$ cat src/design/assert_macros.svh
// Assertion helpers shared by the RTL files.
`ifndef ASSERT_MACROS_SVH
`define ASSERT_MACROS_SVH

// Property checked at every rising clock edge, off while reset is held.
`define ASSERT_CLK(lbl, clk, rstn, prop) \
  lbl: assert property (@(posedge clk) disable iff (!rstn) (prop)) \
    else $error("assertion failed");

// Property checked at every rising clock edge, also during reset.
`define ASSERT_ALWAYS(lbl, clk, prop) \
  lbl: assert property (@(posedge clk) (prop)) else $error("assertion failed");

`endif

$ cat src/design/bfha_pkg.sv
`timescale 1ns / 1ps
package bfha_pkg;

  localparam int unsigned ADDR_W = 8;
  localparam int unsigned SIZE_W = 9;
  localparam int unsigned STS_W  = 2;

  localparam logic OP_ALLOC = 1'b0;
  localparam logic OP_FREE  = 1'b1;

  localparam logic [STS_W-1:0] ST_DONE   = 2'd0;
  localparam logic [STS_W-1:0] ST_NO_FIT = 2'd1;
  localparam logic [STS_W-1:0] ST_FULL   = 2'd2;

  localparam logic [SIZE_W-1:0] TOTAL_RESET = 9'd100;

  typedef struct packed {
    logic init;
    logic load;
    logic rd_en;
    logic apply;
  } ctrl_cmd_t;

endpackage

$ cat src/design/bfha_if.sv
`timescale 1ns / 1ps
interface bfha_req_if;
  logic                         valid;
  logic                         ready;
  logic                         operation;
  logic [bfha_pkg::SIZE_W-1:0]  block_size;
  logic [bfha_pkg::ADDR_W-1:0]  block_address;
  modport source (output valid, operation, block_size, block_address, input ready);
  modport sink (input valid, operation, block_size, block_address, output ready);
endinterface

interface bfha_rsp_if;
  logic                         valid;
  logic                         ready;
  logic [bfha_pkg::ADDR_W-1:0]  granted_address;
  logic [bfha_pkg::STS_W-1:0]   status;
  modport source (output valid, granted_address, status, input ready);
  modport sink (input valid, granted_address, status, output ready);
endinterface

interface bfha_cfg_if;
  logic                         valid;
  logic                         ready;
  logic [bfha_pkg::SIZE_W-1:0]  total_size;
  modport source (output valid, total_size, input ready);
  modport sink (input valid, total_size, output ready);
endinterface

$ cat src/design/bfha_ctrl.sv
`timescale 1ns / 1ps
`include "assert_macros.svh"
module bfha_ctrl #(
  parameter int unsigned MAX_HOLES = 16
) (
  input  logic                          clk_i,
  input  logic                          rst_ni,
  input  logic                          req_valid_i,
  output logic                          req_ready_o,
  output logic                          rsp_valid_o,
  input  logic                          rsp_ready_i,
  input  logic                          cfg_valid_i,
  output bfha_pkg::ctrl_cmd_t           cmd_o,
  output logic [$clog2(MAX_HOLES)-1:0]  rd_idx_o
);

  localparam int unsigned IW = $clog2(MAX_HOLES);
  localparam int unsigned CW = $clog2(MAX_HOLES + 1);

  typedef enum logic [2:0] {
    S_INIT,
    S_IDLE,
    S_SCAN,
    S_APPLY,
    S_RESP
  } state_e;

  state_e        state_q;
  logic [CW-1:0] cnt_q;

  always_ff @(posedge clk_i or negedge rst_ni) begin
    if (!rst_ni) begin
      state_q <= S_INIT;
      cnt_q   <= '0;
    end else if (cfg_valid_i) begin
      state_q <= S_INIT;
      cnt_q   <= '0;
    end else begin
      case (state_q)
        S_INIT: begin
          state_q <= S_IDLE;
        end
        S_IDLE: begin
          cnt_q <= '0;
          if (req_valid_i) begin
            state_q <= S_SCAN;
          end
        end
        S_SCAN: begin
          cnt_q <= cnt_q + CW'(1);
          if (cnt_q == CW'(MAX_HOLES)) begin
            state_q <= S_APPLY;
          end
        end
        S_APPLY: begin
          state_q <= S_RESP;
        end
        S_RESP: begin
          if (rsp_ready_i) begin
            state_q <= S_IDLE;
          end
        end
        default: begin
          state_q <= S_INIT;
        end
      endcase
    end
  end

  assign req_ready_o = (state_q == S_IDLE) && !cfg_valid_i;
  assign rsp_valid_o = (state_q == S_RESP);
  assign rd_idx_o    = cnt_q[IW-1:0];

  always_comb begin
    cmd_o       = '0;
    cmd_o.init  = (state_q == S_INIT);
    cmd_o.load  = req_ready_o && req_valid_i;
    cmd_o.rd_en = (state_q == S_SCAN) && (cnt_q != CW'(MAX_HOLES));
    cmd_o.apply = (state_q == S_APPLY);
  end

  `ASSERT_CLK(a_no_overlap, clk_i, rst_ni, !(req_ready_o && rsp_valid_o))
  `ASSERT_CLK(a_load_scan, clk_i, rst_ni, cmd_o.load |=> (state_q == S_SCAN && cnt_q == '0))
  `ASSERT_CLK(a_cfg_init, clk_i, rst_ni, cfg_valid_i |=> cmd_o.init)

endmodule

$ cat src/design/bfha_dp.sv
`timescale 1ns / 1ps
`include "assert_macros.svh"
module bfha_dp #(
  parameter int unsigned MEMORY_WORDS = 256,
  parameter int unsigned MAX_HOLES    = 16
) (
  input  logic                               clk_i,
  input  logic                               rst_ni,
  input  bfha_pkg::ctrl_cmd_t                cmd_i,
  input  logic [$clog2(MAX_HOLES)-1:0]       rd_idx_i,
  input  logic                               cfg_we_i,
  input  logic [bfha_pkg::SIZE_W-1:0]        cfg_total_i,
  input  logic                               op_i,
  input  logic [bfha_pkg::SIZE_W-1:0]        size_i,
  input  logic [bfha_pkg::ADDR_W-1:0]        addr_i,
  output logic [bfha_pkg::ADDR_W-1:0]        granted_o,
  output logic [bfha_pkg::STS_W-1:0]         status_o
);

  localparam int unsigned IW = $clog2(MAX_HOLES);
  localparam int unsigned W  = bfha_pkg::SIZE_W;

  // Hole store: base and length per entry, validity in flip-flops.
  logic [W-1:0]         base_mem [MAX_HOLES];
  logic [W-1:0]         len_mem  [MAX_HOLES];
  logic [MAX_HOLES-1:0] valid_q;

  logic [W-1:0] total_q;
  logic [W-1:0] lim;

  logic          op_q, skip_q;
  logic [W-1:0]  size_q, addr_q, fsize_q, end_q;

  logic          eval_q;
  logic [IW-1:0] eidx_q;
  logic [W-1:0]  rbase_q, rlen_q;

  logic          bf_q, lf_q, rf_q, ef_q;
  logic [IW-1:0] bi_q, li_q, ri_q, ei_q;
  logic [W-1:0]  bb_q, bl_q, lb_q, ll_q, rl_q;

  logic [bfha_pkg::ADDR_W-1:0] gnt_q;
  logic [bfha_pkg::STS_W-1:0]  sts_q;

  logic          wr_en;
  logic [IW-1:0] wr_idx;
  logic [W-1:0]  wr_base, wr_len;
  logic          vclr, vset;
  logic [IW-1:0] vidx;
  logic [bfha_pkg::ADDR_W-1:0] gnt_d;
  logic [bfha_pkg::STS_W-1:0]  sts_d;

  logic [W-1:0]  room;
  logic          cur_v;
  logic [W:0]    cur_end;
  logic          fit, better;

  assign lim = (32'(total_q) > 32'(MEMORY_WORDS)) ? W'(MEMORY_WORDS) : total_q;
  assign room = lim - W'(addr_i);

  always_ff @(posedge clk_i or negedge rst_ni) begin
    if (!rst_ni) begin
      total_q <= bfha_pkg::TOTAL_RESET;
    end else if (cfg_we_i) begin
      total_q <= cfg_total_i;
    end
  end

  // Request capture with free-range clipping.
  always_ff @(posedge clk_i) begin
    if (cmd_i.load) begin
      op_q    <= op_i;
      size_q  <= size_i;
      addr_q  <= W'(addr_i);
      skip_q  <= (W'(addr_i) >= lim) || (size_i == '0);
      fsize_q <= (size_i > room) ? room : size_i;
      end_q   <= W'(addr_i) + ((size_i > room) ? room : size_i);
    end
  end

  always_ff @(posedge clk_i) begin
    if (cmd_i.rd_en) begin
      rbase_q <= base_mem[rd_idx_i];
      rlen_q  <= len_mem[rd_idx_i];
    end
    if (wr_en) begin
      base_mem[wr_idx] <= wr_base;
      len_mem[wr_idx]  <= wr_len;
    end
  end

  assign cur_v   = valid_q[eidx_q];
  assign cur_end = {1'b0, rbase_q} + {1'b0, rlen_q};
  assign fit     = cur_v && (rlen_q >= size_q);
  assign better  = !bf_q || (rlen_q < bl_q) || ((rlen_q == bl_q) && (rbase_q < bb_q));

  always_ff @(posedge clk_i or negedge rst_ni) begin
    if (!rst_ni) begin
      eval_q <= 1'b0;
      eidx_q <= '0;
      bf_q   <= 1'b0;
      lf_q   <= 1'b0;
      rf_q   <= 1'b0;
      ef_q   <= 1'b0;
    end else begin
      eval_q <= cmd_i.rd_en;
      eidx_q <= rd_idx_i;
      if (cmd_i.load) begin
        bf_q <= 1'b0;
        lf_q <= 1'b0;
        rf_q <= 1'b0;
        ef_q <= 1'b0;
      end else if (eval_q) begin
        if (op_q == bfha_pkg::OP_ALLOC) begin
          if (fit && better) begin
            bf_q <= 1'b1;
          end
        end else if (!cur_v) begin
          if (!ef_q) begin
            ef_q <= 1'b1;
          end
        end else if (!lf_q && (cur_end == {1'b0, addr_q})) begin
          lf_q <= 1'b1;
        end else if (!rf_q && (rbase_q == end_q)) begin
          rf_q <= 1'b1;
        end
      end
    end
  end

  always_ff @(posedge clk_i) begin
    if (eval_q) begin
      if (op_q == bfha_pkg::OP_ALLOC) begin
        if (fit && better) begin
          bi_q <= eidx_q;
          bb_q <= rbase_q;
          bl_q <= rlen_q;
        end
      end else if (!cur_v) begin
        if (!ef_q) begin
          ei_q <= eidx_q;
        end
      end else if (!lf_q && (cur_end == {1'b0, addr_q})) begin
        li_q <= eidx_q;
        lb_q <= rbase_q;
        ll_q <= rlen_q;
      end else if (!rf_q && (rbase_q == end_q)) begin
        ri_q <= eidx_q;
        rl_q <= rlen_q;
      end
    end
  end

  always_comb begin
    wr_en   = 1'b0;
    wr_idx  = '0;
    wr_base = '0;
    wr_len  = '0;
    vclr    = 1'b0;
    vset    = 1'b0;
    vidx    = '0;
    gnt_d   = '0;
    sts_d   = bfha_pkg::ST_DONE;
    if (cmd_i.init) begin
      wr_en  = 1'b1;
      wr_len = lim;
    end else if (cmd_i.apply) begin
      if (op_q == bfha_pkg::OP_ALLOC) begin
        if (!bf_q) begin
          sts_d = bfha_pkg::ST_NO_FIT;
        end else begin
          gnt_d = bb_q[bfha_pkg::ADDR_W-1:0];
          if (bl_q == size_q) begin
            vclr = 1'b1;
            vidx = bi_q;
          end else begin
            wr_en   = 1'b1;
            wr_idx  = bi_q;
            wr_base = bb_q + size_q;
            wr_len  = bl_q - size_q;
          end
        end
      end else if (!skip_q) begin
        if (lf_q && rf_q) begin
          wr_en   = 1'b1;
          wr_idx  = li_q;
          wr_base = lb_q;
          wr_len  = ll_q + fsize_q + rl_q;
          vclr    = 1'b1;
          vidx    = ri_q;
        end else if (lf_q) begin
          wr_en   = 1'b1;
          wr_idx  = li_q;
          wr_base = lb_q;
          wr_len  = ll_q + fsize_q;
        end else if (rf_q) begin
          wr_en   = 1'b1;
          wr_idx  = ri_q;
          wr_base = addr_q;
          wr_len  = rl_q + fsize_q;
        end else if (ef_q) begin
          wr_en   = 1'b1;
          wr_idx  = ei_q;
          wr_base = addr_q;
          wr_len  = fsize_q;
          vset    = 1'b1;
          vidx    = ei_q;
        end else begin
          sts_d = bfha_pkg::ST_FULL;
        end
      end
    end
  end

  always_ff @(posedge clk_i or negedge rst_ni) begin
    if (!rst_ni) begin
      valid_q <= '0;
    end else if (cmd_i.init) begin
      valid_q <= {{(MAX_HOLES-1){1'b0}}, (lim != '0)};
    end else if (vclr) begin
      valid_q[vidx] <= 1'b0;
    end else if (vset) begin
      valid_q[vidx] <= 1'b1;
    end
  end

  always_ff @(posedge clk_i) begin
    if (cmd_i.apply) begin
      gnt_q <= gnt_d;
      sts_q <= sts_d;
    end
  end

  assign granted_o = gnt_q;
  assign status_o  = sts_q;

  `ASSERT_CLK(a_best_fits, clk_i, rst_ni, (bf_q && op_q == bfha_pkg::OP_ALLOC) |-> (bl_q >= size_q))
  `ASSERT_CLK(a_one_vop, clk_i, rst_ni, !(vclr && vset))
  `ASSERT_CLK(a_apply_quiet, clk_i, rst_ni, cmd_i.apply |-> !(eval_q || cmd_i.rd_en || cmd_i.load))

endmodule

$ cat src/design/best_fit_hole_allocator.sv
`timescale 1ns / 1ps
// Best-fit hole allocator. The block keeps a table of MAX_HOLES free holes over a
// memory of total_size words (limited to MEMORY_WORDS); after reset, and after each
// write of total_size, one hole covers the whole memory. An allocate word picks the
// smallest hole that fits, ties going to the lowest base, and returns its base; a free
// word returns a range and merges it with the holes that touch it. Every request word
// gives exactly one response word carrying the granted address and a status of done,
// no fitting hole, or hole table full. One request is handled at a time. After a
// request is accepted, the hole table is scanned through its single registered read
// port, one entry per cycle, the last entry read is evaluated, the table is updated,
// and then the response is offered. The next request can be accepted only after the
// response handshake and the return to idle. After reset, and after a configuration
// write, the block builds the initial hole before it accepts a request. The
// configuration port is always ready.
module best_fit_hole_allocator #(
  parameter int unsigned MEMORY_WORDS = 256,
  parameter int unsigned MAX_HOLES    = 16
) (
  input  logic       clk_i,
  input  logic       rst_ni,
  bfha_req_if.sink   req,
  bfha_rsp_if.source rsp,
  bfha_cfg_if.sink   cfg
);

  bfha_pkg::ctrl_cmd_t            cmd;
  logic [$clog2(MAX_HOLES)-1:0]   rd_idx;

  // Always taken; user must send configuration words only while idle, unenforced here.
  assign cfg.ready = 1'b1;

  // The controller sequences each request: capture, table scan, update, response.
  bfha_ctrl #(
    .MAX_HOLES (MAX_HOLES)
  ) u_ctrl (
    .clk_i       (clk_i),
    .rst_ni      (rst_ni),
    .req_valid_i (req.valid),
    .req_ready_o (req.ready),
    .rsp_valid_o (rsp.valid),
    .rsp_ready_i (rsp.ready),
    .cfg_valid_i (cfg.valid),
    .cmd_o       (cmd),
    .rd_idx_o    (rd_idx)
  );

  // The datapath holds the hole table, the best-fit and merge search, and the result.
  bfha_dp #(
    .MEMORY_WORDS (MEMORY_WORDS),
    .MAX_HOLES    (MAX_HOLES)
  ) u_dp (
    .clk_i       (clk_i),
    .rst_ni      (rst_ni),
    .cmd_i       (cmd),
    .rd_idx_i    (rd_idx),
    .cfg_we_i    (cfg.valid),
    .cfg_total_i (cfg.total_size),
    .op_i        (req.operation),
    .size_i      (req.block_size),
    .addr_i      (req.block_address),
    .granted_o   (rsp.granted_address),
    .status_o    (rsp.status)
  );

endmodule
$ cat src/flat_wrapper.sv
// flat-port wrapper written by rule: the top's interface ports become plain ports
module best_fit_hole_allocator_flat 
#(
  parameter int unsigned MEMORY_WORDS = 256,
  parameter int unsigned MAX_HOLES    = 16
)
  (clk_i, rst_ni, req_valid, req_operation, req_block_size, req_block_address, req_ready, rsp_valid, rsp_granted_address, rsp_status, rsp_ready, cfg_valid, cfg_total_size, cfg_ready);
  bfha_req_if req_i ();
  bfha_rsp_if rsp_i ();
  bfha_cfg_if cfg_i ();
  input  logic clk_i;
  input  logic rst_ni;
  input wire logic [$bits(req_i.valid)-1:0] req_valid;
  input wire logic [$bits(req_i.operation)-1:0] req_operation;
  input wire logic [$bits(req_i.block_size)-1:0] req_block_size;
  input wire logic [$bits(req_i.block_address)-1:0] req_block_address;
  output wire logic [$bits(req_i.ready)-1:0] req_ready;
  output wire logic [$bits(rsp_i.valid)-1:0] rsp_valid;
  output wire logic [$bits(rsp_i.granted_address)-1:0] rsp_granted_address;
  output wire logic [$bits(rsp_i.status)-1:0] rsp_status;
  input wire logic [$bits(rsp_i.ready)-1:0] rsp_ready;
  input wire logic [$bits(cfg_i.valid)-1:0] cfg_valid;
  input wire logic [$bits(cfg_i.total_size)-1:0] cfg_total_size;
  output wire logic [$bits(cfg_i.ready)-1:0] cfg_ready;
  assign req_i.valid = req_valid;
  assign req_i.operation = req_operation;
  assign req_i.block_size = req_block_size;
  assign req_i.block_address = req_block_address;
  assign req_ready = req_i.ready;
  assign rsp_valid = rsp_i.valid;
  assign rsp_granted_address = rsp_i.granted_address;
  assign rsp_status = rsp_i.status;
  assign rsp_i.ready = rsp_ready;
  assign cfg_i.valid = cfg_valid;
  assign cfg_i.total_size = cfg_total_size;
  assign cfg_ready = cfg_i.ready;
  best_fit_hole_allocator #(.MEMORY_WORDS(MEMORY_WORDS), .MAX_HOLES(MAX_HOLES)) u_core (.clk_i(clk_i), .rst_ni(rst_ni), .req(req_i), .rsp(rsp_i), .cfg(cfg_i));
endmodule
$ cat config.mk
export PLATFORM = sky130hd
export DESIGN_NAME = best_fit_hole_allocator_flat
export DESIGN_NICKNAME = d
export VERILOG_FILES = /design/src/design/bfha_pkg.sv /design/src/design/bfha_if.sv /design/src/design/bfha_ctrl.sv /design/src/design/bfha_dp.sv /design/src/design/best_fit_hole_allocator.sv /design/src/flat_wrapper.sv
export VERILOG_INCLUDE_DIRS = /design/src /design/src/design
export SDC_FILE = /design/constraint.sdc
export NUM_CORES = 1
export LEC_CHECK = 0
export BUFFER_PORTS_ARGS = -buffer_cell sky130_fd_sc_hd__buf_4
export CORE_UTILIZATION = 57
export DETAILED_ROUTE_END_ITERATION = 10
export PLACE_DENSITY = 0.76
export RECOVER_POWER = 50
export SYNTH_ARGS = -nofsm -noshare
export SYNTH_HDL_FRONTEND = slang
export SYNTH_SLANG_ARGS = --single-unit
$ cat constraint.sdc
create_clock -name clk_i -period 5.2 [get_ports clk_i]
set_input_delay 0.52 -clock clk_i [delete_from_list [all_inputs] [get_ports clk_i]]
set_output_delay 0.52 -clock clk_i [all_outputs]
set_load 0.02 [all_outputs]
==> results of run 1 <==
per-stage QoR:
stage          instances  TNS (ns)
4_1_cts             2035         0
2_1_floorplan       1400         0
3_3_place_gp        1946         0
3_5_place_dp        1946    -0.154
5_1_grt             2039   -0.0389
6_report            2039         0
critical path, stage by stage (launching register included):
cell	delay [ns]
dfrtp_1	0.40
nand2b_4	0.17
ha_1	0.21
fa_1	0.41
nand2b_1	0.16
a21oi_2	0.16
o21ai_1	0.10
a31oi_1	0.23
xnor2_1	0.16
inv_1	0.06
ha_1	0.30
nand3_2	0.11
nor3_2	0.23
a2111oi_4	0.09
a41oi_2	0.24
buf_6	0.18
buf_4	0.12
mux2i_1	0.29
ha_1	0.31
inv_1	0.08
nor2_1	0.05
nor2_2	0.13
o21ai_2	0.10
o41ai_2	0.32
xnor2_1	0.10
cell families after synthesis:
logic type | Yosys count | synth area share [%]
adder cells (fa/ha/maj) | 110 | 6.65
multiplexers | 124 | 11.4
buffers and inverters | 119 | 2.24
AO/OA/AOI/OAI | 267 | 8.39
AND/OR/NAND/NOR | 256 | 6.11
other | 1 | 0.0174
XOR/XNOR | 67 | 2.72
flip-flops | 456 | 62.5
power by group:
group	internal [W]	switching, W
Combinational	0.000431	0.000503
Clock	0.00195	0.00142
Sequential	0.00409	0.0000699
Total	0.00647	0.00199
path summary, 6_finish.rpt:
check                                       startpoint                     end
worst max-delay path            u_core.u_dp.total_q[8]    u_core.u_dp.end_q[8]
worst max register to register  u_core.u_dp.total_q[8]    u_core.u_dp.end_q[8]
worst min-delay path                     req_operation        u_core.u_dp.op_q
min in group asynchronous                       rst_ni  u_core.u_dp.total_q[7]
worst min register to register  u_core.u_dp.valid_q[3]  u_core.u_dp.valid_q[3]
max in group asynchronous                       rst_ni  u_core.u_ctrl.cnt_q[0]
metal layers:
metal | part of all wire, % | vias to the layer above | global-route usage, % | routed length, um
met2 | 50 | 651 | 48.6 | 26800
met5 | 0 | - | 0 | 0
li1 | - | 5729 | - | -
met1 | 39 | 6600 | 37.5 | 20800
met4 | 4.2 | 0 | 13.0 | 2270
met3 | 7.5 | 137 | 3.97 | 4020
final cells by class:
cell class                      instances  area (um2)
Timing Repair Buffer                  101         728
Fill cell                            2606       12600
Clock buffer                           66        1290
Multi-Input combinational cell        825        7770
Sequential cell                       456       13500
Tap cell                              504         631
Inverter                               65         244
Clock inverter                         22         255
Yosys cell counts (11+ instances only):
| cell type | number | area [um2] |
|---|---|---|
| inv_1 | 64 | 240 |
| ha_1 | 102 | 1280 |
| o211ai_1 | 14 | 105 |
| a21oi_1 | 65 | 325 |
| o22ai_1 | 11 | 68.8 |
| xor2_1 | 30 | 263 |
| nand2b_1 | 23 | 144 |
| nand3_1 | 14 | 70.1 |
| clkbuf_1 | 33 | 124 |
| edfxtp_1 | 414 | 12400 |
| mux2_2 | 15 | 169 |
| xnor2_1 | 37 | 324 |
| nand2_1 | 48 | 180 |
| nor3_1 | 25 | 125 |
| mux2i_1 | 13 | 130 |
| a211oi_1 | 12 | 90.1 |
| a21o_1 | 22 | 165 |
| nor2b_1 | 19 | 119 |
| mux4_2 | 96 | 2160 |
| o31ai_1 | 15 | 113 |
| dfrtp_1 | 39 | 976 |
| o21ai_0 | 44 | 220 |
| nor2_1 | 70 | 263 |
repair_timing:
item                       in CTS  in global routing
setup buffers                   0                  4
cloned                          0                  0
setup endpoints to repair       2                  4
hold endpoints to repair       39                  0
gates resized for setup         5                 16
hold buffers                    1                  0
pin swaps                       0                  6
==> impl_metrics.tcl, run 1 <==
set metrics [dict create \
    status "finished clean" \
    final_common_cell "edfxtp_1" \
    grt_pass1_wl_mm 80.7 \
    syn_nets 1542 \
    path_max_fanout 5 \
    gp_congestion 0.942 \
    place_ws_ns -0.110 \
    worst_hold_path_type "primary input to register" \
    ys_warn_count 0 \
    syn_area_um2 21600 \
    vdd.ir_drop.worst_mv 0.333 \
    clock_latency_ns 0.59 \
    drcViolationCount 0 \
    ys_ff_latch 456 \
    total_leakage_power_nw 8.63 \
    wl_per_cell_um 26.4 \
    drive_above_1_share_pct 20.7 \
    drtAntennaViolNets 0 \
    die_w_um 197 \
    fin_area_um2 24400 \
    synth_seq_area_share_pct 62.5 \
    synthCells 1400 \
    core_um2 37000 \
    layout_setup_ws_ns 0.209 \
    antennaDiodeCount 0 \
    start_util_pct 58.4 \
    power_density_nw_per_um2 347 \
    rsz0062_at_grt "yes" \
    r2r_slack_ns 0.21 \
    htree_levels 2 \
    synthArstFlopShare_pct 9.21 \
    fin_worst_skew_ns 0.0175 \
    via_per_inst 6.43 \
    fmax_mhz 200 \
    cts_max_path_buffers 3 \
    dieArea_um2 38700 \
    required_ns 5.52 \
    numCtsBuffers 48 \
    antenna_found_initial 0 \
    min_path_cells 1 \
    dr.pass1.iters 5 \
    io_buffers 43 \
    synth.avg_cell_area_um2 15.4 \
    setup_viol 0 \
    track_usage_pct 28.8 \
    fp.dieH_um 197 \
    hold_viol_final 0 \
    grt_start_max_net_pins 52 \
    rows 70 \
    ys_types 80 \
    io_pins 45 \
    num_vias 13117 \
    maxCapViolCount 0 \
    postLayoutCoreUtil_pct 66.0 \
    synthFlopType "edfxtp_1" \
    period_minus_slack_ns 4.99 \
    grt_remaining_overflow 0 \
    cts_tree "done" \
    placedInstanceArea_um2 22800 \
    drv_slew 0 \
    fin_crit_sh_pct 96.0 \
    power.total_w 0.00847 \
    synth_edf_count 414 \
    grt_pass1_vias 13365 \
    criticalPathCategory "register to register" \
    tightest_slew_ns 1.33 \
    nNetsFinal 1639 \
    drt-total-wl_mm 53.8 \
    hold-worst-slack_ns 0.138 \
    clkSinkCount 456 \
    reg_top3 "u_core.u_dp.base_mem x144, u_core.u_dp.len_mem x144, u_core.u_dp.valid_q x15" \
    rr_worst_depth 24 \
    max_slew_margin_pct 11.0 \
    final_cell_mix "414 x edfxtp_1, 101 x ha_1, 96 x mux4_2" \
    endpoint_kind "register" \
    root_buffer "clkbuf_16" \
    syn2layout_area_growth_pct 13.1 \
    clk_pin_slew_ns 0.06 \
    dp_hpwl_mm 34.8 \
    crit_path_start_kind "register" \
    cp.arrival_ns 5.32 \
    drtIter0Drc 1003 \
]
No activity file was read; power rests on OpenSTA's default activity.
==> inputs of run 2 (changes only) <==
==> constraint.sdc (replaced) <==
create_clock -name clk_i -period 5.2 [get_ports clk_i]
set_input_delay 0.78 -clock clk_i [delete_from_list [all_inputs] [get_ports clk_i]]
set_output_delay 0.78 -clock clk_i [all_outputs]
set_load 0.02 [all_outputs]
==> impl_metrics.tcl, run 2 (synthesis results as in run 1) <==
set metrics [dict create \
    required_ns 5.52 \
    dr.pass1.iters 5 \
    hold_start "req_operation" \
    pwr-share-comb_pct 11.3 \
    total_leakage_power_nw 8.53 \
    n_fill_cell 2608 \
    wl_per_cell_um 26.3 \
    track_usage_pct 28.7 \
    drtAntennaViolNets 0 \
    tightest_slew_ns 2.64 \
    grt_pass1_wl_mm 80.4 \
    r2r_end "u_core.u_dp.end_q[8]" \
    nNetsFinal 1643 \
    slowest_stage "dfrtp_1" \
    root_buffer "clkbuf_16" \
    switchingPower_w 0.00203 \
    cts_hold_buffers 0 \
    fmax_mhz 201 \
    reg_top3 "u_core.u_dp.base_mem x144, u_core.u_dp.len_mem x144, u_core.u_dp.valid_q x15" \
    num_vias 12981 \
    path_max_fanout 4 \
    fin_crit_sh_pct 95.7 \
    rows 70 \
    drv_slew 327 \
    endpoint_kind "register" \
    regToRegStartpoint "u_core.u_dp.total_q[8]" \
    clk_pin_slew_ns 0.07 \
    cts_tree "done" \
    io_buffers 43 \
    setup_viol 0 \
    drt-total-wl_mm 53.7 \
    dp_cells 1954 \
    syn2layout_area_growth_pct 12.6 \
    numCtsBuffers 45 \
    clock_latency_ns 0.58 \
    antenna_found_initial 3 \
    dp_hpwl_mm 34.7 \
    crit_path_start_kind "register" \
    power_density_nw_per_um2 348 \
    fin_worst_skew_ns 0.0255 \
    drtIter0Drc 1150 \
    max_slew_margin_pct -76.1 \
    core_um2 37000 \
    cp.arrival_ns 5.30 \
    grt_pass1_vias 13347 \
    power_frac_seq_pct 49.3 \
    place_ws_ns -0.421 \
    r2r_slack_ns 0.22 \
    worst_hold_path_type "primary input to register" \
    via_per_inst 6.36 \
    fin_cells 2042 \
    htree_levels 2 \
    start_util_pct 58.4 \
    clkSinkCount 456 \
    cts_max_path_buffers 3 \
    layout_setup_ws_ns 0.222 \
    hold_viol_final 0 \
    status "finished with violations" \
    period_minus_slack_ns 4.98 \
    dieArea_um2 38700 \
    grt_start_max_net_pins 46 \
    maxCapViolCount 12 \
    power.internal_w 0.00643 \
    cp_cell_sequence "nand2b_4 -> ha_1 -> fa_2 -> nand2b_1 -> a21oi_2 -> o21ai_1 -> a31oi_1 -> xnor2_1 -> inv_1 -> ha_1 -> buf_4 -> a2111oi_4 -> a41oi_2 -> mux2i_1 -> ha_2 -> fa_2 -> a21oi_2 -> nor2_1 -> nor2_2 -> o21ai_1 -> o41ai_2 -> xnor2_1" \
    grt_remaining_overflow 0 \
    power.total_w 0.00846 \
    pwr-share-clk_pct 39.4 \
    min_path_cells 1 \
    gp_congestion 0.908 \
    vdd.ir_drop.worst_mv 0.403 \
    criticalPathCategory "register to register" \
    violations "max-capacitance violations, max-slew violations" \
    slowest_delay_ns 0.42 \
    fp.dieH_um 197 \
    min_to "u_core.u_dp.op_q" \
    netSwitchingFraction_pct 24.0 \
    antennaDiodeCount 0 \
    drive_above_1_share_pct 18.9 \
    postLayoutCoreUtil_pct 65.8 \
    rr_worst_depth 22 \
    final_cell_mix "414 x edfxtp_1, 101 x ha_1, 96 x mux4_2" \
    io_pins 45 \
    drcViolationCount 0 \
    final_common_cell "edfxtp_1" \
    die_w_um 197 \
]
## run 2: cell count changes in the layout (fill, tap and decap cells not counted), moves of 3 or more
cell / change
buf_4: -26
clkbuf_16: -4
nor2_2: -4
nor2_1: +4
clkbuf_1: +23
clkinvlp_4: +3
inv_6: +3
## run 2: worst max-delay path by stage
stage	startpoint	endpoint	slack, ns	cells after the start
2_1_floorplan	req_block_address[0]	u_core.u_dp.end_q[8]	0.002	22
3_3_place_gp	req_block_address[0]	u_core.u_dp.end_q[8]	-0.25	23
3_5_place_dp	req_block_address[0]	u_core.u_dp.end_q[8]	-0.42	24
4_1_cts	u_core.u_dp.total_q[8]	u_core.u_dp.end_q[8]	0.02	22
5_1_grt	u_core.u_dp.total_q[8]	u_core.u_dp.end_q[8]	-0.006	23
6_report	u_core.u_dp.total_q[8]	u_core.u_dp.end_q[8]	0.22	22
## run 2: routing by layer
layer  up-vias  routed length, um  GRT usage [%]
li1       5730                  -              -
met1      6497              20600           37.6
met2       612              26400           47.7
met3       136               4340           4.79
met4         6               2340           12.3
met5         -                 40              0
## run 2: final cells by class
type	instances	area, um2	area share [%]
Tap cell	504	631	2.59
Clock inverter	29	340	1.40
Clock buffer	55	1180	4.87
Inverter	65	244	1.00
Multi-Input combinational cell	825	7770	32.0
Timing Repair Buffer	108	653	2.69
Sequential cell	456	13500	55.5
## run 2: power groups by stage
stage          Sequential, W  Clock [W]  Combinational, W
2_1_floorplan        0.00420          0          0.000590
3_3_place_gp         0.00424          0          0.000874
3_5_place_dp         0.00424          0          0.000897
4_1_cts              0.00416    0.00337          0.000931
5_1_grt              0.00417    0.00351           0.00104
6_report             0.00417    0.00334          0.000956
## run 2: critical path, delay by kind of cell, from the launching register on
family	cells	cell delay [ns]
xor+xnor	2	0.30
fa+ha+maj	5	1.49
compound gates	8	1.59
buf+inv	2	0.22
simple gates	4	0.52
flops	1	0.42
mux	1	0.17
## run 2: timing repair
action                                  4_1_cts  5_1_grt
pin swaps                                     2        7
endpoints found under the setup margin        3        4
buffers inserted                              0        4
gates resized for setup                       9       15
endpoints found under the hold margin         0        0
## run 2: through the flow
stage | TNS (ns) | instance area [um2] | hold slack [ns]
3_5_place_dp | -1.09 | 22900 | 0.500
6_report | 0 | 24300 | 0.424
5_1_grt | -0.00605 | 24300 | 0.406
2_1_floorplan | 0 | 21600 | 0.352
3_3_place_gp | -0.440 | 22900 | 0.485
4_1_cts | 0 | 24400 | 0.220
